`src/rtl/core/tsa_pkg.sv`:
```
// Types, constants and helpers for the terrain slope angle core
package tsa_pkg;

    localparam int NMAG_W   = 32;   // magnitude word ahead of normalization
    localparam int NORM_W   = 30;   // normalized magnitude, top bit at 29
    localparam int NORM_MSB = 29;
    localparam int SD_W     = 16;
    localparam int UX_W     = SD_W + 1;
    localparam int XS_W     = UX_W + NORM_MSB;
    localparam int SQR_W    = 2 * NORM_W;
    localparam int SUM_W    = SQR_W + 1;
    localparam int SQ_W     = SUM_W + 1;
    localparam int ROOT_W   = 31;
    localparam int CW       = 60;
    localparam int ZW       = 32;
    localparam int ALIGN_MSB = 56;
    localparam int ANGLE_W  = 15;
    localparam int ATAN_LEN = 24;

    localparam logic [SD_W-1:0]    SD_RESET  = 16'd256;
    localparam logic [ANGLE_W-1:0] ANGLE_MAX = 15'd25736;

    localparam logic [ZW-1:0] ATAN_TAB [ATAN_LEN] = '{
        32'h3243F6A9, 32'h1DAC6705, 32'h0FADBAFD, 32'h07F56EA7, 32'h03FEAB77,
        32'h01FFD55C, 32'h00FFFAAB, 32'h007FFF55, 32'h003FFFEB, 32'h001FFFFD,
        32'h00100000, 32'h00080000, 32'h00040000, 32'h00020000, 32'h00010000,
        32'h00008000, 32'h00004000, 32'h00002000, 32'h00001000, 32'h00000800,
        32'h00000400, 32'h00000200, 32'h00000100, 32'h00000080
    };

    typedef struct packed {
        logic              flat;
        logic [XS_W-1:0]   sx;
        logic [SUM_W-1:0]  sum;
    } front_t;

    typedef struct packed {
        logic              flat;
        logic [XS_W-1:0]   sx;
        logic [SQ_W-1:0]   n;
        logic [SQ_W-1:0]   res;
    } sq_t;

    typedef struct packed {
        logic                 flat;
        logic signed [CW-1:0] x;
        logic signed [CW-1:0] y;
        logic signed [ZW-1:0] z;
    } cr_t;

    // index of the highest set bit, zero for an all-zero word
    function automatic logic [5:0] lead_one(input logic [63:0] v);
        logic [5:0] msb;
        msb = 6'd0;
        for (int i = 0; i < 64; i++)
        begin
            if (v[i])
                msb = 6'(i);
        end
        return msb;
    endfunction

endpackage

```
`src/rtl/core/tsa_renorm.sv`:
```
// Aligns spacing and magnitude so the larger reaches bit 56 before CORDIC
module tsa_renorm (
    input  logic                        clk,
    input  logic                        rst_n,
    input  logic                        adv,
    input  logic                        vld_in,
    input  logic                        flat,
    input  logic [tsa_pkg::XS_W-1:0]    sx,
    input  logic [tsa_pkg::ROOT_W-1:0]  root,
    output logic                        vld_out,
    output tsa_pkg::cr_t                dout
);
    import tsa_pkg::*;

    logic [5:0]        msb_next, sh;
    logic [XS_W-1:0]   r1_x_reg;
    logic [ROOT_W-1:0] r1_y_reg;
    logic [5:0]        r1_msb_reg;
    logic              r1_flat_reg, r1_vld_reg;
    cr_t               r2_reg;
    logic              r2_vld_reg;

    assign msb_next = lead_one(64'(sx) | 64'(root));
    assign sh       = 6'(ALIGN_MSB) - r1_msb_reg;

    always_ff @(posedge clk or negedge rst_n)
    begin
        if (!rst_n)
        begin
            r1_vld_reg <= 1'b0;
            r2_vld_reg <= 1'b0;
        end
        else if (adv)
        begin
            r1_vld_reg <= vld_in;
            r2_vld_reg <= r1_vld_reg;
        end
    end

    always_ff @(posedge clk)
    begin
        if (adv)
        begin
            r1_x_reg    <= sx;
            r1_y_reg    <= root;
            r1_msb_reg  <= msb_next;
            r1_flat_reg <= flat;

            r2_reg.flat <= r1_flat_reg;
            r2_reg.x    <= $signed(CW'(r1_x_reg) << sh);
            r2_reg.y    <= $signed(CW'(r1_y_reg) << sh);
            r2_reg.z    <= '0;
        end
    end

    assign vld_out = r2_vld_reg;
    assign dout    = r2_reg;

endmodule

```
`config.mk`:
```
export PLATFORM = sky130hd
export DESIGN_NAME = tsa_renorm
export DESIGN_NICKNAME = d
export VERILOG_FILES = /design/src/rtl/core/tsa_pkg.sv /design/src/rtl/core/tsa_renorm.sv
export SDC_FILE = /design/constraint.sdc
export NUM_CORES = 1
export LEC_CHECK = 0
export BUFFER_PORTS_ARGS = -buffer_cell sky130_fd_sc_hd__buf_2
export CAP_MARGIN = 20
export CORE_MARGIN = 2
export CORE_UTILIZATION = 58
export CTS_BUF_LIST = sky130_fd_sc_hd__clkbuf_2
export CTS_CLUSTER_DIAMETER = 200
export DETAILED_ROUTE_END_ITERATION = 7
export PLACE_DENSITY_LB_ADDON = 0.2
export SLEW_MARGIN = 20
export SYNTH_ARGS = -nofsm -noshare
export SYNTH_HDL_FRONTEND = slang
export SYNTH_SLANG_ARGS = --single-unit
```
`constraint.sdc`:
```
create_clock -name clk -period 3.6 [get_ports clk]
set_clock_uncertainty 0.15 [all_clocks]
set_input_delay 0.18 -clock clk [delete_from_list [all_inputs] [get_ports clk]]
set_output_delay 0.18 -clock clk [all_outputs]
set_load 0.03 [all_outputs]
```
==> summary.md <==
| Metric | Value |
|---|---|
| Multi-input gate area | 5830 µm² |
| Leakage | 6.38 nW |
| Largest area contributor in the netlist | edfxtp_1 |
| Yosys reg bits | approximately 210 |
| Max-cap violations | 0 |
| Initial core utilization | a little under 60% |
| Share of post-route cells with drive strength above 1 | a little over a quarter |
| Seq. cell area | roughly 6200 µm² |
| Yosys warns | 0 |
| Count of flip-flops with a built-in enable after synthesis | approximately 210 |
| Worst setup endpoint | dout[85]$_DFFE_PP_ |
| Drt first pass iters | 6 |
| FILL cells | roughly 1.4k |
| Synthesized instance count | around 1.2k |
| Initial antenna violation count | 1 |
| Mapped Avg Cell Area | approximately 11 µm² |
| Largest net degree at the start of global routing | around 110 |
| Maximum fanout along the worst path | 40 |
| RePlAce Congestion | a little under 1 |
| Seq pwr share | 40.6% |
| R2R Path End | dout[85]$_DFFE_PP_ |
| Post-synthesis compound-gate area fraction | approximately an eighth |
| Worst r2r src | r1_msb_reg[1]$_SDFFCE_PP0P_ |
| Die X | roughly 150 µm |
| Endpoints failing hold | 0 |
| Post-Synth XOR/XNOR Area | less than 1% |
| M2 GR Usage | between 50% and 60% |
| Fin Setup TNS | 0 ps |
| Final setup viols | 0 |
| Unrepaired setup endpoints after global routing | false |
| Max-slew violations | 0 |
| Max reg flops | between 100 and 150 |
| M1 GR Usage | 52.9% |
| TritonCTS Buffers | between 40 and 50 |
| CP Class | reg -> reg |
| CTS Buffer Depth | 3 |
| Post-DR wirelength/cell | 23.4 µm |
| R2R Setup Slk | 190 ps |
| Met3 usage | between 6 and 7% |
| Post-Synth Adder-Cell Area | less than 1% |
| Max_slew headroom | 42.3% |
| First-pass GRT wire length | roughly 65000 µm |
| WL final | roughly 43000 µm |
| IO Port Bufs | ~200 |
| WP data arrival | 3810 ps |
| DRC | 0 |
| Post-synth ARST share | less than 1% |
| Gate power share | about two fifths |
| Post-layout nets | 1608 |
| Synth top area share | between 40% and 50% |
| Peak supply drop | around 0.29 mV |
| Register area share after synthesis | approximately half |
| Worst Max-Slew Pin Slew | about 870 ps |
| P_int | between 4 and 5 mW |
| DR vias | between 10k and 15k |
| Cell Rows | 53 |
| H-tree levels | 2 |
| Largest family of logic cells by synthesized area | multiplexers |
| Hold Path Class | in -> async |
| Worst-Skew Late Latency | 830 ps |
| Tmin final | ~3400 ps |
| CTS tree | built |
| Crit start category | flip-flop |
| Status | completed |
| Fmax | 293 MHz |
| DIE AREA | 22900 µm² |
| Worst R2R Path Depth | 10 |
| Top Usage Layer GRT | met2 |
| Clock Sinks | just over 200 |
| Sw Share | between 40% and 50% |
| Synth Area in Simple Gates | 14.3% |
| Vias per cell | between 6 and 7 |
| Area contributors post-synth | edfxtp_1 (49%), mux4_2 (10%), nor2_1 (5.5%) |
| Die H | roughly 150 µm |
| CTS root buffer | clkbuf_2 |
| CP Data Required Time | approximately 4000 ps |
| PD cells | between 400 and 500 nW/µm² |
| Gr usage total | 37.5% |
| I/O pins | 236 |
| Core Region | around 21000 µm² |
| Cell area after synthesis | approximately 13000 µm² |
| Ys flop type | edfxtp_1 |
| Final worst-path cycle share | between 90 and 100% |
| CP endpoint kind | flip-flop |
| Mux contribution to synthesized area | between 15 and 20% |
| Number of global-route vias before repair | 11.1k |
| Net Switching | between 3 and 4 mW |
| Util after Layout | between 70 and 80% |
| Layout area overhead | 25.8% |
| Worst-path clk slew | between 100 and 150 ps |
| Hold Worst Slack | around 67 ps |
| HPWL Detailed | about 26000 µm |
| CP startpoint | r1_msb_reg[1]$_SDFFCE_PP0P_ |
| 1st-iter DRT viols | between 1.5k and 2k |
| Clock group share of total power | about a fifth |
| Final ANT Viol Nets | 0 |
| Post-synthesis cell type count | 65 |
| Congestion Overflow GR | 0 |
[worst max-delay path, cell delays in order, from the launching register on]
cell and delay [ps]:
edfxtp_1 460, inv_1 100, ha_4 530, buf_12 280, mux2i_1 370, mux2_2 260, o21ai_1 70, o21ai_0 490
nor2_1 80, a31oi_1 230, o21ai_1 90
[how the worst min path moves through the flow]
stage           from                     end  slack (ps)  cells after the start
2_1_floorplan  rst_n  r1_vld_reg$_DFFE_PN0P_        -270                      0
3_3_place_gp   rst_n     vld_out$_DFFE_PN0P_        -190                      1
6_report       rst_n     vld_out$_DFFE_PN0P_          70                      3
3_5_place_dp   rst_n     vld_out$_DFFE_PN0P_        -180                      1
4_1_cts        rst_n     vld_out$_DFFE_PN0P_          20                      3
5_1_grt        rst_n     vld_out$_DFFE_PN0P_          80                      3
[kinds of logic after synthesis]
| logic type | count (synthesis) |
|---|---|
| DFF | 207 |
| adders and majority gates | 1 |
| xor gates and xnor gates | 8 |
| muxes | 140 |
| buffers and inverters | 126 |
| and+or+nand+nor | 428 |
| AOI/OAI and AO/OA | 259 |
| other | 1 |
[metrics by stage]
stage,instances,setup slack (ps),power [mW],cell area [µm²]
finish,1835,190,7.76,15800
global route,1835,199,8.10,15800
CTS,1834,440,7.59,15800
detailed placement,1589,459,6.00,13800
global placement,1589,451,5.96,13800
floorplan,1201,605,5.15,12700
[area by class of cell]
class / instances / area share [%]
Sequential cell: 207 / 39.2
Multi-Input combinational cell: 868 / 36.9
Clock buffer: 68 / 2.15
Tap cell: 275 / 2.17
Clock inverter: 16 / 0.569
Antenna cell: 1 / 0.0158
Timing Repair Buffer: 394 / 18.9
Inverter: 6 / 0.142
[what timing repair did]
action / CTS / global route
endpoints found under the hold margin: 188 / 0
hold buffers: 161 / 0
gates resized for setup: 0 / 0
buffers inserted: 0 / 0
[layout by cell type, fill, tap and decap left out, types with 4 or more instances in the layout]
cell type,netlist,final
a211oi_1,7,7
a21oi_1,82,82
a22oi_1,4,4
a31oi_1,25,25
and3_1,6,6
buf_12,0,10
buf_2,49,202
buf_4,38,20
clkbuf_2,0,68
clkinv_1,0,11
conb_1,1,32
dlygate4sd3_1,0,161
edfxtp_1,205,205
inv_1,5,5
mux2_2,22,22
mux2i_1,59,59
mux4_2,56,56
nand2_1,155,155
nand2b_1,7,7
nand3_1,26,26
nand4_1,4,4
nor2_1,186,186
nor2b_1,5,5
nor3_1,15,15
nor4_1,10,10
o211ai_1,6,6
o21ai_0,50,50
o21ai_1,27,27
o221ai_1,4,4
o22ai_1,21,21
o31ai_1,13,13
xnor2_2,0,5
[Yosys cell counts, types with 8 or more instances]
cell	number
edfxtp_1	205
nor2_1	186
nand2_1	155
a21oi_1	82
mux2i_1	59
mux4_2	56
o21ai_0	50
buf_2	49
buf_4	38
o21ai_1	27
nand3_1	26
a31oi_1	25
mux2_2	22
clkbuf_1	21
o22ai_1	21
nor3_1	15
o31ai_1	13
nor4_1	10
buf_6	8
[per-layer routing]
metal / part of all wire, % / up-vias / wire [µm]
met5: 0 / - / 0
met4: 3.8 / 0 / 1610
met1: 38 / 5584 / 16300
met3: 11 / 146 / 4900
met2: 47 / 987 / 20000
li1: - / 5063 / -
[power by group through the flow]
stage / clock network [mW] / registers, mW / logic [mW]
after floorplan: 0 / 3.50 / 1.66
after global routing: 1.68 / 3.17 / 3.25
after detailed placement: 0 / 3.19 / 2.81
after global placement: 0 / 3.18 / 2.78
after CTS: 1.51 / 3.13 / 2.95
final: 1.55 / 3.15 / 3.06
Note: power is estimated with default switching activity, not from simulation.
