$ cat config.mk
export PLATFORM = sky130hd
export DESIGN_NAME = tsa_front
export DESIGN_NICKNAME = d
export VERILOG_FILES = /design/src/rtl/core/tsa_pkg.sv /design/src/rtl/core/tsa_front.sv
export SDC_FILE = /design/constraint.sdc
export NUM_CORES = 2
export LEC_CHECK = 0
export CELL_PAD_IN_SITES_DETAIL_PLACEMENT = 0
export CELL_PAD_IN_SITES_GLOBAL_PLACEMENT = 1
export CORE_MARGIN = 2
export CORE_UTILIZATION = 48
export DETAILED_ROUTE_END_ITERATION = 6
export DONT_BUFFER_PORTS = 1
export PLACE_DENSITY_LB_ADDON = 0.1
export SYNTH_ARGS = -nofsm -noshare
export SYNTH_HDL_FRONTEND = slang
export SYNTH_SLANG_ARGS = --single-unit
$ cat constraint.sdc
create_clock -name clk -period 8.2 [get_ports clk]
set_input_delay 1.64 -clock clk [delete_from_list [all_inputs] [get_ports clk]]
set_output_delay 1.64 -clock clk [all_outputs]
set_load 0.05 [all_outputs]
$ cat src/rtl/core/tsa_pkg.sv
// Types, constants and helpers for the terrain slope angle core
package tsa_pkg;

    localparam int NMAG_W   = 32;   // magnitude word ahead of normalization
    localparam int NORM_W   = 30;   // normalized magnitude, top bit at 29
    localparam int NORM_MSB = 29;
    localparam int SD_W     = 16;
    localparam int UX_W     = SD_W + 1;
    localparam int XS_W     = UX_W + NORM_MSB;
    localparam int SQR_W    = 2 * NORM_W;
    localparam int SUM_W    = SQR_W + 1;
    localparam int SQ_W     = SUM_W + 1;
    localparam int ROOT_W   = 31;
    localparam int CW       = 60;
    localparam int ZW       = 32;
    localparam int ALIGN_MSB = 56;
    localparam int ANGLE_W  = 15;
    localparam int ATAN_LEN = 24;

    localparam logic [SD_W-1:0]    SD_RESET  = 16'd256;
    localparam logic [ANGLE_W-1:0] ANGLE_MAX = 15'd25736;

    localparam logic [ZW-1:0] ATAN_TAB [ATAN_LEN] = '{
        32'h3243F6A9, 32'h1DAC6705, 32'h0FADBAFD, 32'h07F56EA7, 32'h03FEAB77,
        32'h01FFD55C, 32'h00FFFAAB, 32'h007FFF55, 32'h003FFFEB, 32'h001FFFFD,
        32'h00100000, 32'h00080000, 32'h00040000, 32'h00020000, 32'h00010000,
        32'h00008000, 32'h00004000, 32'h00002000, 32'h00001000, 32'h00000800,
        32'h00000400, 32'h00000200, 32'h00000100, 32'h00000080
    };

    typedef struct packed {
        logic              flat;
        logic [XS_W-1:0]   sx;
        logic [SUM_W-1:0]  sum;
    } front_t;

    typedef struct packed {
        logic              flat;
        logic [XS_W-1:0]   sx;
        logic [SQ_W-1:0]   n;
        logic [SQ_W-1:0]   res;
    } sq_t;

    typedef struct packed {
        logic                 flat;
        logic signed [CW-1:0] x;
        logic signed [CW-1:0] y;
        logic signed [ZW-1:0] z;
    } cr_t;

    // index of the highest set bit, zero for an all-zero word
    function automatic logic [5:0] lead_one(input logic [63:0] v);
        logic [5:0] msb;
        msb = 6'd0;
        for (int i = 0; i < 64; i++)
        begin
            if (v[i])
                msb = 6'(i);
        end
        return msb;
    endfunction

endpackage

$ cat src/rtl/core/tsa_front.sv
// Front end: central differences, magnitude normalization and sum of squares
module tsa_front #(
    parameter int HEIGHT_BITS = 24
) (
    input  logic                          clk,
    input  logic                          rst_n,
    input  logic                          adv,
    input  logic                          vld_in,
    input  logic signed [HEIGHT_BITS-1:0] height_left,
    input  logic signed [HEIGHT_BITS-1:0] height_right,
    input  logic signed [HEIGHT_BITS-1:0] height_down,
    input  logic signed [HEIGHT_BITS-1:0] height_up,
    input  logic [tsa_pkg::SD_W-1:0]      sample_distance,
    output logic                          vld_out,
    output tsa_pkg::front_t               dout
);
    import tsa_pkg::*;

    logic signed [HEIGHT_BITS:0] diff_a, diff_b, neg_a, neg_b;
    logic [HEIGHT_BITS-1:0]      mag_a, mag_b;

    logic [HEIGHT_BITS-1:0] s1_ua_reg, s1_ub_reg;
    logic [UX_W-1:0]        s1_ux_reg;
    logic                   s1_vld_reg;

    logic [NMAG_W-1:0] ua_ext, ub_ext;
    logic [4:0]        msb_next;
    logic [NMAG_W-1:0] s2_ua_reg, s2_ub_reg;
    logic [UX_W-1:0]   s2_ux_reg;
    logic [4:0]        s2_msb_reg;
    logic              s2_flat_reg, s2_vld_reg;

    logic [4:0]        rs, ls;
    logic [NORM_W-1:0] na_next, nb_next;
    logic [XS_W-1:0]   sx_next;
    logic [NORM_W-1:0] s3_na_reg, s3_nb_reg;
    logic [XS_W-1:0]   s3_sx_reg;
    logic              s3_flat_reg, s3_vld_reg;

    logic [SQR_W-1:0]  s4_sqa_reg, s4_sqb_reg;
    logic [XS_W-1:0]   s4_sx_reg;
    logic              s4_flat_reg, s4_vld_reg;

    logic [SUM_W-1:0]  s5_sum_reg;
    logic [XS_W-1:0]   s5_sx_reg;
    logic              s5_flat_reg, s5_vld_reg;

    always_comb
    begin
        diff_a = $signed({height_right[HEIGHT_BITS-1], height_right})
               - $signed({height_left[HEIGHT_BITS-1], height_left});
        diff_b = $signed({height_up[HEIGHT_BITS-1], height_up})
               - $signed({height_down[HEIGHT_BITS-1], height_down});
        neg_a  = -diff_a;
        neg_b  = -diff_b;
        mag_a  = diff_a[HEIGHT_BITS] ? neg_a[HEIGHT_BITS-1:0] : diff_a[HEIGHT_BITS-1:0];
        mag_b  = diff_b[HEIGHT_BITS] ? neg_b[HEIGHT_BITS-1:0] : diff_b[HEIGHT_BITS-1:0];
    end

    always_comb
    begin
        ua_ext   = NMAG_W'(s1_ua_reg);
        ub_ext   = NMAG_W'(s1_ub_reg);
        msb_next = 5'(lead_one(64'(ua_ext | ub_ext)));
    end

    // scale so the larger magnitude has its top bit at NORM_MSB; spacing follows
    always_comb
    begin
        rs = s2_msb_reg - 5'(NORM_MSB);
        ls = 5'(NORM_MSB) - s2_msb_reg;
        if (s2_msb_reg > 5'(NORM_MSB))
        begin
            na_next = NORM_W'(s2_ua_reg >> rs);
            nb_next = NORM_W'(s2_ub_reg >> rs);
            sx_next = XS_W'(s2_ux_reg >> rs);
        end
        else
        begin
            na_next = NORM_W'(s2_ua_reg << ls);
            nb_next = NORM_W'(s2_ub_reg << ls);
            sx_next = XS_W'(s2_ux_reg) << ls;
        end
    end

    always_ff @(posedge clk or negedge rst_n)
    begin
        if (!rst_n)
        begin
            s1_vld_reg <= 1'b0;
            s2_vld_reg <= 1'b0;
            s3_vld_reg <= 1'b0;
            s4_vld_reg <= 1'b0;
            s5_vld_reg <= 1'b0;
        end
        else if (adv)
        begin
            s1_vld_reg <= vld_in;
            s2_vld_reg <= s1_vld_reg;
            s3_vld_reg <= s2_vld_reg;
            s4_vld_reg <= s3_vld_reg;
            s5_vld_reg <= s4_vld_reg;
        end
    end

    always_ff @(posedge clk)
    begin
        if (adv)
        begin
            s1_ua_reg   <= mag_a;
            s1_ub_reg   <= mag_b;
            s1_ux_reg   <= {sample_distance, 1'b0};

            s2_ua_reg   <= ua_ext;
            s2_ub_reg   <= ub_ext;
            s2_ux_reg   <= s1_ux_reg;
            s2_msb_reg  <= msb_next;
            s2_flat_reg <= ((ua_ext | ub_ext) == '0);

            s3_na_reg   <= na_next;
            s3_nb_reg   <= nb_next;
            s3_sx_reg   <= sx_next;
            s3_flat_reg <= s2_flat_reg;

            s4_sqa_reg  <= s3_na_reg * s3_na_reg;
            s4_sqb_reg  <= s3_nb_reg * s3_nb_reg;
            s4_sx_reg   <= s3_sx_reg;
            s4_flat_reg <= s3_flat_reg;

            s5_sum_reg  <= SUM_W'(s4_sqa_reg) + SUM_W'(s4_sqb_reg);
            s5_sx_reg   <= s4_sx_reg;
            s5_flat_reg <= s4_flat_reg;
        end
    end

    assign vld_out   = s5_vld_reg;
    assign dout.flat = s5_flat_reg;
    assign dout.sx   = s5_sx_reg;
    assign dout.sum  = s5_sum_reg;

endmodule

==> flow_metrics.py <==
metrics = {
    "status": {
        "outcome": "finished, final reports clean",
    },
    "synth": {
        "yosysSeqAreaShare_pct": 19.3,
        "netlist_area_sq_mm": 0.0804,
        "synth_area_leader_cell": "fa_1",
        "synth_most_common_cell": "inv_1",
        "synthArstFlopShare_pct": 0.963,
        "yosys_register_bits": 519,
        "synth_common_cells": "inv_1, fa_1, nand2_1, ha_1, edfxtp_1",
        "yosys_warnings": 0,
        "synthDistinctLibCells": 94,
        "netlist.area_leader.share_pct": 34.7,
        "synth_edf_count": 514,
        "synth_fp_nets": 10300,
        "synth_flop_cell": "edfxtp_1",
        "avgSynthCellArea_sq_um": 9.89,
        "synth_cells": 8136,
        "synth_area_leaders": "fa_1, edfxtp_1, ha_1",
    },
    "critical_path": {
        "cp.required_ns": 8.58,
        "path_max_fanout": 13,
        "worstPathArrival_ns": 8.30,
        "start_kind": "register",
        "crit_type": "reg2reg",
        "cp_common_cell": "fa_1",
        "cp-end-kind": "register",
        "critPathMaxStageDelay_ns": 0.59,
        "critical-path-slowest-cell": "fa_1",
    },
    "timing": {
        "hold_viol_final": 0,
        "relSlewSlack_pct": 10.4,
        "worst_pin_slew_ns": 1.34,
        "fmax_ghz": 0.126,
        "rsz0062_at_grt": "yes",
        "finalClockSkew_ns": 0.0537,
        "period_needed_ns": 7.92,
        "tns_ns": 0,
        "slew_viol_final": 0,
        "setup_violations": 0,
        "post-route-period-util_pct": 96.6,
    },
    "detailed_routing": {
        "routedWlPerCell_um": 22.1,
        "final_antenna_net_count": 0,
        "firstDrtPassIters": 5,
        "vias_per_cell": 5.40,
        "vias": 56100,
        "routed_wl_um": 230000,
        "drc": 0,
        "drtIter0Drc": 3792,
    },
    "clocking": {
        "clockBufferDepth": 3,
        "root_buffer": "clkbuf_16",
        "numCtsBuffers": 57,
        "ctsHoldBuffers": 0,
        "cts_tree": "built",
        "insertion_delay_ns": 0.68,
        "clk_pin_slew_worst_paths_ns": 0.07,
        "h-tree-depth": 2,
        "clkSinkCount": 519,
    },
    "grt": {
        "grt_util_all_layers_pct": 27.4,
        "grt_pass1_wl_um": 355000,
        "antenna_found_initial": 7,
        "grt_max_degree": 520,
        "grt_overflow": 0,
        "first_global_vias": 60200,
    },
    "floorplanning": {
        "rows": 150,
        "initial_core_util_pct": 48.2,
        "fp.coreArea_sq_mm": 0.167,
        "io_pins": 225,
        "die_area_sq_mm": 0.171,
        "die_h_um": 413,
        "fp.dieW_um": 413,
    },
    "finish": {
        "drive_gt1_share_pct": 7.00,
        "nets": 10300,
        "synthToLayoutAreaGrowth_pct": 8.13,
        "largest_reg_flops": 61,
    },
    "placement": {
        "hpwl_um": 186000,
        "io_buffer_count": 0,
        "globalplace.congestion": 0.912,
    },
    "worst_hold_path": {
        "hold_path.class": "reg2reg",
    },
    "run": {
        "drv_cap": 0,
    },
}
worst max-delay path, delay by kind of cell, from the launching register on:
| family | cells | cell delay [ns] |
|---|---|---|
| AOI/OAI and AO/OA | 8 | 1.33 |
| buffers and inverters | 10 | 1.13 |
| xor gates and xnor gates | 1 | 0.16 |
| DFF | 1 | 0.58 |
| adders and majority gates | 9 | 4.08 |
| and+or+nand+nor | 2 | 0.32 |
final cells by class:
class / instances / area, sq um
multi-input combinational: 5387 / 57000
fill: 15200 / 79900
sequential: 519 / 15600
inverter: 1890 / 7100
tap: 2204 / 2760
clock buffer: 69 / 1490
clock inverter: 38 / 365
antenna: 2 / 5.00
timing repair buffer: 272 / 2760
metal layers:
layer  track usage (%)  share of wire (%)
met2              47.8                 50
met4              6.83                2.9
met5                 0                  0
met1              36.4                 42
met3              3.08                5.0
stage by stage:
stage	instances	area (sq um)	setup slack (ns)	utilization, %	hold slack (ns)
after floorplan	8136	80400	0.580	-	0.400
after global placement	10200	84300	-0.0547	50.5	0.404
after detailed placement	10200	84300	-0.0571	50.5	0.405
after CTS	10400	86300	0.0177	51.7	0.415
after global routing	10400	87000	-0.0647	52.1	0.422
final	10400	87000	0.279	52.1	0.414
final timing paths:
path | from | endpoint | slack, ns | cells past startpoint
hold reg to reg | s1_ux_reg[2] | s2_ux_reg[2] | 0.41 | 0
setup / recovery | s3_na_reg[9] | s4_sqa_reg[57] | 0.28 | 30
setup reg to reg | s3_na_reg[9] | s4_sqa_reg[57] | 0.28 | 30
min in group asynchronous | rst_n | s4_vld_reg | 0.65 | 0
hold / removal | s1_ux_reg[2] | s2_ux_reg[2] | 0.41 | 0
max in group asynchronous | rst_n | s2_vld_reg | 7.48 | 0
logic make-up (layout without fill, tap and decap cells):
| kind of cell | after synthesis | after routing | synth area share [%] |
|---|---|---|---|
| buffers and inverters | 2230 | 2269 | 10.4 |
| adders and majority gates | 2030 | 2030 | 44.6 |
| and+or+nand+nor | 1829 | 1829 | 10.8 |
| AOI/OAI and AO/OA | 1054 | 1054 | 8.36 |
| DFF | 519 | 519 | 19.3 |
| xor gates and xnor gates | 297 | 297 | 3.23 |
| muxes | 177 | 177 | 3.23 |
| other | 0 | 2 | 0 |
repair_timing:
action                     4_1_cts  5_1_grt
resized for setup                2       97
pin swaps                        0       21
cloned                           0        5
setup endpoints to repair        4       27
buffers inserted                 7       21
placed cells by master, fill, tap and decap left out, types with 117 or more instances in the layout:
cell	Yosys	routed
inv_1	1887	1885
fa_1	1393	1389
nand2_1	757	753
ha_1	637	627
edfxtp_1	514	514
and2_1	394	390
a21oi_1	331	324
nor2_1	313	302
buf_4	1	211
o21ai_0	186	179
xnor2_1	178	173
a21o_1	123	123
xor2_1	119	117
Power is not shown: default switching activity piles up to over one toggle a cycle in this logic, so the estimate is an artifact.
