### src/rtl/core/tsa_pkg.sv
// Types, constants and helpers for the terrain slope angle core
package tsa_pkg;

    localparam int NMAG_W   = 32;   // magnitude word ahead of normalization
    localparam int NORM_W   = 30;   // normalized magnitude, top bit at 29
    localparam int NORM_MSB = 29;
    localparam int SD_W     = 16;
    localparam int UX_W     = SD_W + 1;
    localparam int XS_W     = UX_W + NORM_MSB;
    localparam int SQR_W    = 2 * NORM_W;
    localparam int SUM_W    = SQR_W + 1;
    localparam int SQ_W     = SUM_W + 1;
    localparam int ROOT_W   = 31;
    localparam int CW       = 60;
    localparam int ZW       = 32;
    localparam int ALIGN_MSB = 56;
    localparam int ANGLE_W  = 15;
    localparam int ATAN_LEN = 24;

    localparam logic [SD_W-1:0]    SD_RESET  = 16'd256;
    localparam logic [ANGLE_W-1:0] ANGLE_MAX = 15'd25736;

    localparam logic [ZW-1:0] ATAN_TAB [ATAN_LEN] = '{
        32'h3243F6A9, 32'h1DAC6705, 32'h0FADBAFD, 32'h07F56EA7, 32'h03FEAB77,
        32'h01FFD55C, 32'h00FFFAAB, 32'h007FFF55, 32'h003FFFEB, 32'h001FFFFD,
        32'h00100000, 32'h00080000, 32'h00040000, 32'h00020000, 32'h00010000,
        32'h00008000, 32'h00004000, 32'h00002000, 32'h00001000, 32'h00000800,
        32'h00000400, 32'h00000200, 32'h00000100, 32'h00000080
    };

    typedef struct packed {
        logic              flat;
        logic [XS_W-1:0]   sx;
        logic [SUM_W-1:0]  sum;
    } front_t;

    typedef struct packed {
        logic              flat;
        logic [XS_W-1:0]   sx;
        logic [SQ_W-1:0]   n;
        logic [SQ_W-1:0]   res;
    } sq_t;

    typedef struct packed {
        logic                 flat;
        logic signed [CW-1:0] x;
        logic signed [CW-1:0] y;
        logic signed [ZW-1:0] z;
    } cr_t;

    // index of the highest set bit, zero for an all-zero word
    function automatic logic [5:0] lead_one(input logic [63:0] v);
        logic [5:0] msb;
        msb = 6'd0;
        for (int i = 0; i < 64; i++)
        begin
            if (v[i])
                msb = 6'(i);
        end
        return msb;
    endfunction

endpackage

### src/rtl/core/tsa_cordic_cell.sv
// One CORDIC vectoring micro-rotation with its angle table entry
module tsa_cordic_cell #(
    parameter int I = 0
) (
    input  logic         clk,
    input  logic         rst_n,
    input  logic         adv,
    input  logic         vld_in,
    input  tsa_pkg::cr_t din,
    output logic         vld_out,
    output tsa_pkg::cr_t dout
);
    import tsa_pkg::*;

    localparam logic signed [ZW-1:0] ANG = $signed(ATAN_TAB[I]);

    logic signed [CW-1:0] xs, ys;
    cr_t                  cell_next;
    cr_t                  cell_reg;
    logic                 vld_reg;

    always_comb
    begin
        xs             = din.x >>> I;
        ys             = din.y >>> I;
        cell_next.flat = din.flat;
        if (!din.y[CW-1])
        begin
            cell_next.x = din.x + ys;
            cell_next.y = din.y - xs;
            cell_next.z = din.z + ANG;
        end
        else
        begin
            cell_next.x = din.x - ys;
            cell_next.y = din.y + xs;
            cell_next.z = din.z - ANG;
        end
    end

    always_ff @(posedge clk or negedge rst_n)
    begin
        if (!rst_n)
            vld_reg <= 1'b0;
        else if (adv)
            vld_reg <= vld_in;
    end

    always_ff @(posedge clk)
    begin
        if (adv)
            cell_reg <= cell_next;
    end

    assign vld_out = vld_reg;
    assign dout    = cell_reg;

endmodule

### config.mk
export PLATFORM = sky130hd
export DESIGN_NAME = tsa_cordic_cell
export DESIGN_NICKNAME = d
export VERILOG_FILES = /design/src/rtl/core/tsa_pkg.sv /design/src/rtl/core/tsa_cordic_cell.sv
export SDC_FILE = /design/constraint.sdc
export NUM_CORES = 1
export LEC_CHECK = 0
export BUFFER_PORTS_ARGS = -buffer_cell sky130_fd_sc_hd__buf_2
export CELL_PAD_IN_SITES_DETAIL_PLACEMENT = 1
export CELL_PAD_IN_SITES_GLOBAL_PLACEMENT = 1
export CORE_ASPECT_RATIO = 1.1
export CORE_UTILIZATION = 43
export DETAILED_ROUTE_END_ITERATION = 10
export HOLD_SLACK_MARGIN = 0.02
export PLACE_DENSITY = 0.91
export SYNTH_ARGS = -nofsm -noshare
export SYNTH_HDL_FRONTEND = slang
export SYNTH_SLANG_ARGS = --single-unit
### constraint.sdc
create_clock -name clk -period 0.9 [get_ports clk]
set_clock_uncertainty 0.05 [all_clocks]
set_input_delay 0.045 -clock clk [delete_from_list [all_inputs] [get_ports clk]]
set_output_delay 0.045 -clock clk [all_outputs]
set_load 0.01 [all_outputs]
==> metrics.txt, run 1 <==
status did not finish; placed cell count approximately 3700; share of flip-flops with an asynchronous set or reset less than 1%; HPWL Detailed 90700 um; site row count 77; Seq/Total Area, Yosys between 20% and 30%; Synth Instances roughly 2100; mux contribution to synthesized area around 2.0%; Synth area leader edfxtp_1; xor/xnor cell area share of the yosys netlist between 6 and 7%; top cells by area, synth edfxtp_1 (26%), ha_1 (16%), a21oi_1 (7.3%), xnor2_1 (6.1%), inv_1 (4.0%); Yosys warnings 0; Yosys cell types roughly 100; clk buf depth 2; CTS resizes 583; placed cell areas around 26000 um^2; Synth Flop Type edfxtp_1; mapped cell area around 18000 um^2; # Post-CTS Setup Buffers a little over 100; Err [ERROR DPL-0033] detailed placement checks failed during check placement.; Synth Area in Compound Gates ~28%; Fail Step clock tree synthesis; Syn Area/Cell ~8.3 um^2; Port Buf Inserts between 300 and 400; syn nets 2525; post-synth top area share about a quarter; H-tree depth 4; gp weighted congestion 1.05; Num CTS Buffers 17; Post-synth EDFFs between 150 and 200; Root Driver clkbuf_16; Die H 215 um; Synth Area in Simple Gates 14.9%; CTS Sinks 153; Adder-Cell Fraction of Synth Area around 16%; Starting Density 43.9%; die width just under 200 um; #FFs+latches synth 153; hold_buf cts 8; I/O pin count slightly above 300; largest family of logic cells by synthesized area compound AO/OA/AOI/OAI gates
-- synth_stat cells, drive strengths merged (10+ instances only) --
| library cell | number |
|---|---|
| edfxtp | 152 |
| o21bai | 60 |
| xnor2 | 123 |
| a221oi | 10 |
| clkbuf | 54 |
| a21oi | 263 |
| ha | 223 |
| or3 | 12 |
| nor4 | 32 |
| o211ai | 29 |
| nand2 | 130 |
| nand3 | 32 |
| a21o | 64 |
| mux2i | 35 |
| xor2 | 17 |
| o31ai | 25 |
| o21a | 24 |
| buf | 41 |
| a21boi | 13 |
| nand2b | 14 |
| nor2 | 161 |
| nand4 | 33 |
| inv | 193 |
| o21ai | 133 |
| a211oi | 17 |
| nor3 | 52 |
| or2 | 10 |
| nor2b | 24 |
| a31oi | 20 |
-- metrics by stage --
step | setup slack, ps | utilization, %
detailed placement | -2700 | 65.5
global placement | -2340 | 65.5
floorplan | -2150 | -
-- cells by family after synthesis --
group | count (synthesis)
xor+xnor | 140
compound gates | 752
buf+inv | 293
flops | 153
fa+ha+maj | 227
simple gates | 540
mux | 36
==> run 2: changes to the inputs <==
- CELL_PAD_IN_SITES_DETAIL_PLACEMENT: 1 -> unset
- CELL_PAD_IN_SITES_GLOBAL_PLACEMENT: 1 -> unset
- CORE_ASPECT_RATIO: 1.1 -> unset
- CORE_UTILIZATION: 43 -> 40
- HOLD_SLACK_MARGIN: 0.02 -> unset
- PLACE_DENSITY: 0.91 -> unset
- PLACE_DENSITY_LB_ADDON: unset -> 0.15
==> run 2 against run 1 <==
  * The flow now finishes, with violations (negative setup slack)
  * Synthesized cell count stayed put
  * Area after synthesis stayed put
==> metrics.txt, run 2 <==
status complete, but fails checks; failing checks negative setup slack; share of flip-flops with an asynchronous set or reset 0.654% (unchanged); Worst EP arrival ~3000 ps; Detail Route Antenna Nets 0; Seq/Total Area, Yosys 25.9% (unchanged); Port Buf Inserts 310 (unchanged); Worst Max-Slew Pin Slew ~580 ps; die area ~45000 um^2; Post-synth EDFFs 152 (unchanged); maxcap violations 0; Num CTS Buffers 17 (unchanged); Syn Area/Cell 8.29 um^2 (unchanged); H-tree depth 4 (unchanged); Peak VDD IR 1260 uV; Yosys cell types 98 (unchanged); fraction of layout cells with a size suffix above 1 54.9%; DR WL/cell roughly 21 um; Iteration-0 DRC Markers 1759; die width 213 um (+8.7%); layout net count between 3000 and 4000; setup violators final around 310; RSZ-0062 raised after global routing true; worst-path fanout max 3; placed cell count 3835 (+4.2%); post-synth top area share 25.7% (unchanged); worst flop-to-flop path startpoint vld_out; CP startpoint din[32]; Synth Instances 2141 (unchanged); count leader, synth a21oi_1; CTS Sinks 153 (unchanged); Post-synth top cells a21oi_1 (260), ha_1 (223), inv_1 (191); Worst Path Required 1100 ps; Max Clk Rate 0.357 GHz; Routed WL ~84000 um; site row count 76 (-1.3%); Power Dens Cells approximately 1200 nW/um^2; commonest cells after routing, fill and taps aside buf_4 (906), buf_2 (290), a21oi_1 (174); final hold vios 0; number of vias per cell around 5.5; clk buf depth 2 (unchanged); DRC viols 0; CP max-delay cell o211ai_1; global-route wire length before repair between 100000 and 150000 um; CP startpoint kind input pin; Tot GR Track Use 35.6%; pre-CTS worst setup slack -2530 ps (+174 ps); worst skew pair latency roughly 500 ps; Die H 213 um (-1.1%); Reg clk slew, reported paths 60 ps; drt pass-1 iters 5; top cells by area, synth edfxtp_1 (26%), ha_1 (16%), a21oi_1 (7.3%), xnor2_1 (6.1%), inv_1 (4.0%); CTS tree done; crit end category flip-flop; slowest stage delay, CP roughly 460 ps; Root Driver clkbuf_16; GRT overflow 0; Synth area leader edfxtp_1; HPWL Detailed 64600 um (-29%); Non-Filler Instances 4007; relative slew slack 61.3%; final worst-path setup slack -1900 ps; Synth Flop Type edfxtp_1; Yosys warnings 0 (unchanged); Hold Crit Class in -> reg; #FFs+latches synth 153 (unchanged); largest net degree at the start of global routing between 80 and 90; vias in the first global route 22000; syn nets 2525 (unchanged); initial antenna violation count 6; most common cell after layout, fill and taps aside buf_4; Final Cycle Share 311%; final slew viol count 0; gp weighted congestion 0.970 (-7.9%); Core Area between 40000 and 50000 um^2; Critical Path, Cell by Cell buf_8, buf_6, inv_2, ha_4, fa_2, and3b_2, o21ai_4, a21boi_4, o211ai_1, a31o_2, buf_4, nor2_4, a21o_4, a2111oi_4, a21oi_2, xnor2_1; hold path start adv; R2R setup slack between 100 and 150 ps; via count between 20000 and 25000; max FFs per register 152; I/O pin count 311 (unchanged); Pleak around 15 nW; crit path kind in -> reg; area grow syn2layout 80.9%; Starting Density 40.8% (-3.0 points); mapped cell area 17700 um^2 (unchanged); Min Clock Period, post-route approximately 2800 ps
## run 2: path summary, 6_finish.rpt
check	end	cells past startpoint
min reg2reg	vld_out	1
min in group asynchronous	vld_out	3
max in group asynchronous	vld_out	3
max reg2reg	vld_out	1
max	dout[88]	16
min	dout[136]	2
## run 2: worst max-delay path, delay by kind of cell
family                   cells  cell delay (ps)
adder cells (fa/ha/maj)      2              410
buffers and inverters        4              420
XOR/XNOR                     1              140
AND/OR/NAND/NOR              2              270
AO/OA/AOI/OAI                7             1720
## run 2: layer usage
metal	part of all wire, %	global-route usage (%)
met1	42	44.2
met3	6.2	7.13
met5	0.019	0
met2	47	58.0
met4	5.1	18.4
## run 2: cell families (layout without fill, tap and decap cells)
| logic type | count (synthesis) | in the layout | synth area share, % |
|---|---|---|---|
| AO/OA/AOI/OAI | 752 | 752 | 27.6 |
| AND/OR/NAND/NOR | 540 | 540 | 14.9 |
| buffers and inverters | 293 | 1570 | 6.51 |
| adder cells (fa/ha/maj) | 227 | 227 | 16.2 |
| flip-flops | 153 | 153 | 25.9 |
| XOR/XNOR | 140 | 140 | 6.91 |
| multiplexers | 36 | 36 | 2.04 |
| other | 0 | 4 | 0 |
## run 2: area by class of cell
class                      instances  area (um^2)
multi-input combinational       1695        15300
fill                            3302        11400
timing repair buffer            1341        10100
sequential                       153         4590
inverter                         198          785
tap                              585          732
clock buffer                      18          429
clock inverter                    13          146
antenna                            4         10.0
## run 2: what timing repair did
action,in CTS,in global routing
setup buffers,95,79
resized for setup,467,228
setup endpoints to repair,299,305
hold endpoints to repair,54,2
gates cloned,2,1
pin swaps,224,183
hold buffers,9,1
## run 2: metrics by stage
stage                     cell area, um^2  power (mW)  hold slack [ps]  util, %  setup TNS [ps]
after floorplan                     18800        18.7             -301        -         -192320
after global placement              27300        28.0             -230     62.7         -270250
after detailed placement            27300        28.1             -227     62.7         -273490
after CTS                           30800        38.1            -22.1     70.8         -208780
after global routing                32100        41.4             10.5     73.8         -232820
final                               32100        39.7             5.94     73.9         -219580
## run 2: power breakdown
group          internal [mW]  switching, mW
combinational           10.9           11.5
sequential              9.50          0.374
clock                   4.08           3.39
total                   24.5           15.2
Note: power is estimated with default switching activity, not from simulation.
==> run 3: changes to the inputs <==
- SETUP_SLACK_MARGIN: unset -> 0.02
- clock period: 0.9 -> 2.8 ns (I/O delays scaled with it)
==> run 3 against run 2 <==
  * The flow still finishes with violations (negative setup slack)
  * Non-clock buffer count fell by 318
  * Die area unchanged
  * Cell area fell by 17%
  * Hold slack better by 78 ps
  * Sequential cell count did not move
  * Clock-buffer cell count rose by 1
  * Total power decreased by 71%
  * Cell count shrank 8.0%
  * Critical path depth fell by 1
  * Global-route usage shrank 2.9 points
  * Largest cell class unchanged
  * Sequential power fell by 68%
  * Setup slack better by 1800 ps
==> metrics.txt, run 3 (synthesis results as in run 2) <==
layout net count 3472 (-8.4%); CP startpoint kind input pin; Worst EP arrival 3050 ps (+50 ps); Die H 213 um (unchanged); vias in the first global route 20000 (-9.3%); Psw 4.30 mW (-72%); R2R setup slack 2010 ps (+1900 ps); DRC viols 0 (unchanged); Pleak 12.5 nW (-15%); Non-Filler Instances 3688 (-8.0%); final hold vios 0 (unchanged); via count 20400 (-6.9%); Logic pwr share 50.0% (-6.3 points); r2r endpoint vld_out; Worst Path Required 2990 ps (+1890 ps); Starting Density 40.8% (unchanged); clk buf depth 2 (unchanged); Max Clk Rate about 0.35 GHz; switch share 37.8% (-0.53 points); Routed WL 74800 um (-11%); initial antenna violation count 4 (-2); fin util 61.6% (-12 points); Power Dens Cells 425 nW/um^2 (-66%); relative slew slack 37.4% (-24 points); global-route wire length before repair 112000 um (-7.9%); crit path kind in -> reg; Num CTS Buffers 17 (unchanged); Root Driver clkbuf_16; WHS Endpoint dout[30]; die area 45200 um^2 (unchanged); most common cell after layout, fill and taps aside buf_4; failing checks negative setup slack; RSZ-0062 raised after global routing true; register area 4590 um^2 (unchanged); largest net degree at the start of global routing 67 (-18%); drt pass-1 iters 5 (unchanged); worst skew pair latency 490 ps (about the same); number of vias per cell 5.54 (+1.2%); pre-CTS worst setup slack -902 ps (+1620 ps); hold path start din[30]; Pint 7.07 mW (-71%); commonest cells after routing, fill and taps aside buf_4 (687), buf_2 (297), a21oi_1 (240); status complete, but fails checks; Hold Crit Class in -> reg; layout filler cell count 3941 (+19%); Tot GR Track Use 32.6% (-2.9 points); setup violators final 3 (-99%); share of total power in the clock network 22.2% (+3.4 points); area occupied by multi-input gates 13000 um^2 (-15%); placed cell count 3615 (-5.7%); Min Clock Period, post-route around 2900 ps; die width 213 um (unchanged); final slew viol count 0 (unchanged); crit end category flip-flop; Worst Max-Slew Pin Slew 930 ps (+350 ps); Peak VDD IR 374 uV (-70%); Port Buf Inserts 310 (unchanged); HPWL Detailed 61500 um (-4.9%); final worst-path setup slack -56.3 ps (+1840 ps); Final Cycle Share 102%; CTS tree done; site row count 76 (unchanged); area grow syn2layout 50.9%; Pwr Total 11.4 mW (-71%); Iteration-0 DRC Markers 1701 (-3.3%); GRT overflow 0 (unchanged); worst reg2reg path depth 1 (unchanged); Flop pwr share 27.9% (+3.0 points); fraction of layout cells with a size suffix above 1 40.2% (-15 points); H-tree depth 4 (unchanged); Detail Route Antenna Nets 0 (unchanged); CTS Sinks 153 (unchanged); Reg clk slew, reported paths 70 ps (about the same); maxcap violations 0 (unchanged); Core Area 43500 um^2 (unchanged); gp weighted congestion 1.04 (+6.9%); DR WL/cell 20.3 um (-3.0%); max FFs per register 152 (unchanged); worst-path fanout max 4 (+1); I/O pin count 311 (unchanged); WHS Path Cells 3 (+1); worst flop-to-flop path startpoint vld_out
run 3: cell types whose count changed in the layout (fill, tap and decap cells not counted), moves of 19 or more:
cell	delta
o21ai_2	-35
ha_4	-21
buf_4	-219
a21oi_1	+66
xnor2_1	+22
o21ai_0	+58
buf_6	-84
a21oi_4	-19
nor2_1	+26
ha_1	+25
a21oi_2	-47
xnor2_2	-21
run 3: area by class of cell:
type,instances,share of cell area [%]
antenna,2,0.0187
clock buffer,19,1.62
clock inverter,13,0.621
inverter,198,2.81
multi-input combinational,1695,48.5
sequential,153,17.1
tap,585,2.73
timing repair buffer,1023,26.6
run 3: how the worst max path moves through the flow:
stage	from	to	slack [ps]	cells after the start
floorplan	din[91]	dout[28]	-350	16
global placement	din[45]	dout[88]	-960	15
detailed placement	din[45]	dout[88]	-900	15
CTS	din[58]	dout[89]	20	14
global route	din[32]	dout[82]	-120	15
finish	din[32]	dout[82]	-60	15
run 3: stage by stage:
| stage | cell area, um^2 | hold WS (ps) | setup TNS (ps) |
|---|---|---|---|
| 5_1_grt | 26800 | 70.8 | -687 |
| 3_5_place_dp | 24800 | -134 | -44260 |
| 2_1_floorplan | 17900 | -206 | -991 |
| 4_1_cts | 25900 | 51.1 | 0 |
| 6_report | 26800 | 84.3 | -91.5 |
| 3_3_place_gp | 24800 | -135 | -42210 |
run 3: per-layer routing:
metal / global-route usage (%) / wire length (um) / up-vias
li1: - / - / 9685
met1: 42.6 / 32600 / 9790
met2: 53.5 / 34500 / 794
met3: 5.44 / 4780 / 155
met4: 12.6 / 2800 / 4
met5: 0 / 24 / -
run 3: timing repair:
item                                   CTS  global route
hold buffers                             6             0
setup endpoints to repair               50            56
setup buffers                            9            23
pin swaps                               34            62
resized for setup                       79           149
endpoints found under the hold margin    6             0
cloned                                   0             1
run 3: power by group through the flow:
stage / clock network (mW) / logic [mW] / registers, mW
5_1_grt: 2.63 / 6.08 / 3.21
6_report: 2.52 / 5.69 / 3.17
2_1_floorplan: 0 / 2.39 / 3.42
3_3_place_gp: 0 / 5.22 / 3.21
3_5_place_dp: 0 / 5.25 / 3.22
4_1_cts: 2.59 / 5.39 / 3.17
run 3: critical path, stage by stage:
cell and delay (ps):
buf_8 90, ha_4 130, inv_2 40, fa_2 340, o21ba_4 240, nor4_4 240
o211ai_4 170, a2111oi_4 400, o211ai_1 120, buf_4 160, nor4b_4 150, or2_1 250
o31a_1 300, a2bb2oi_2 160, xnor2_1 130
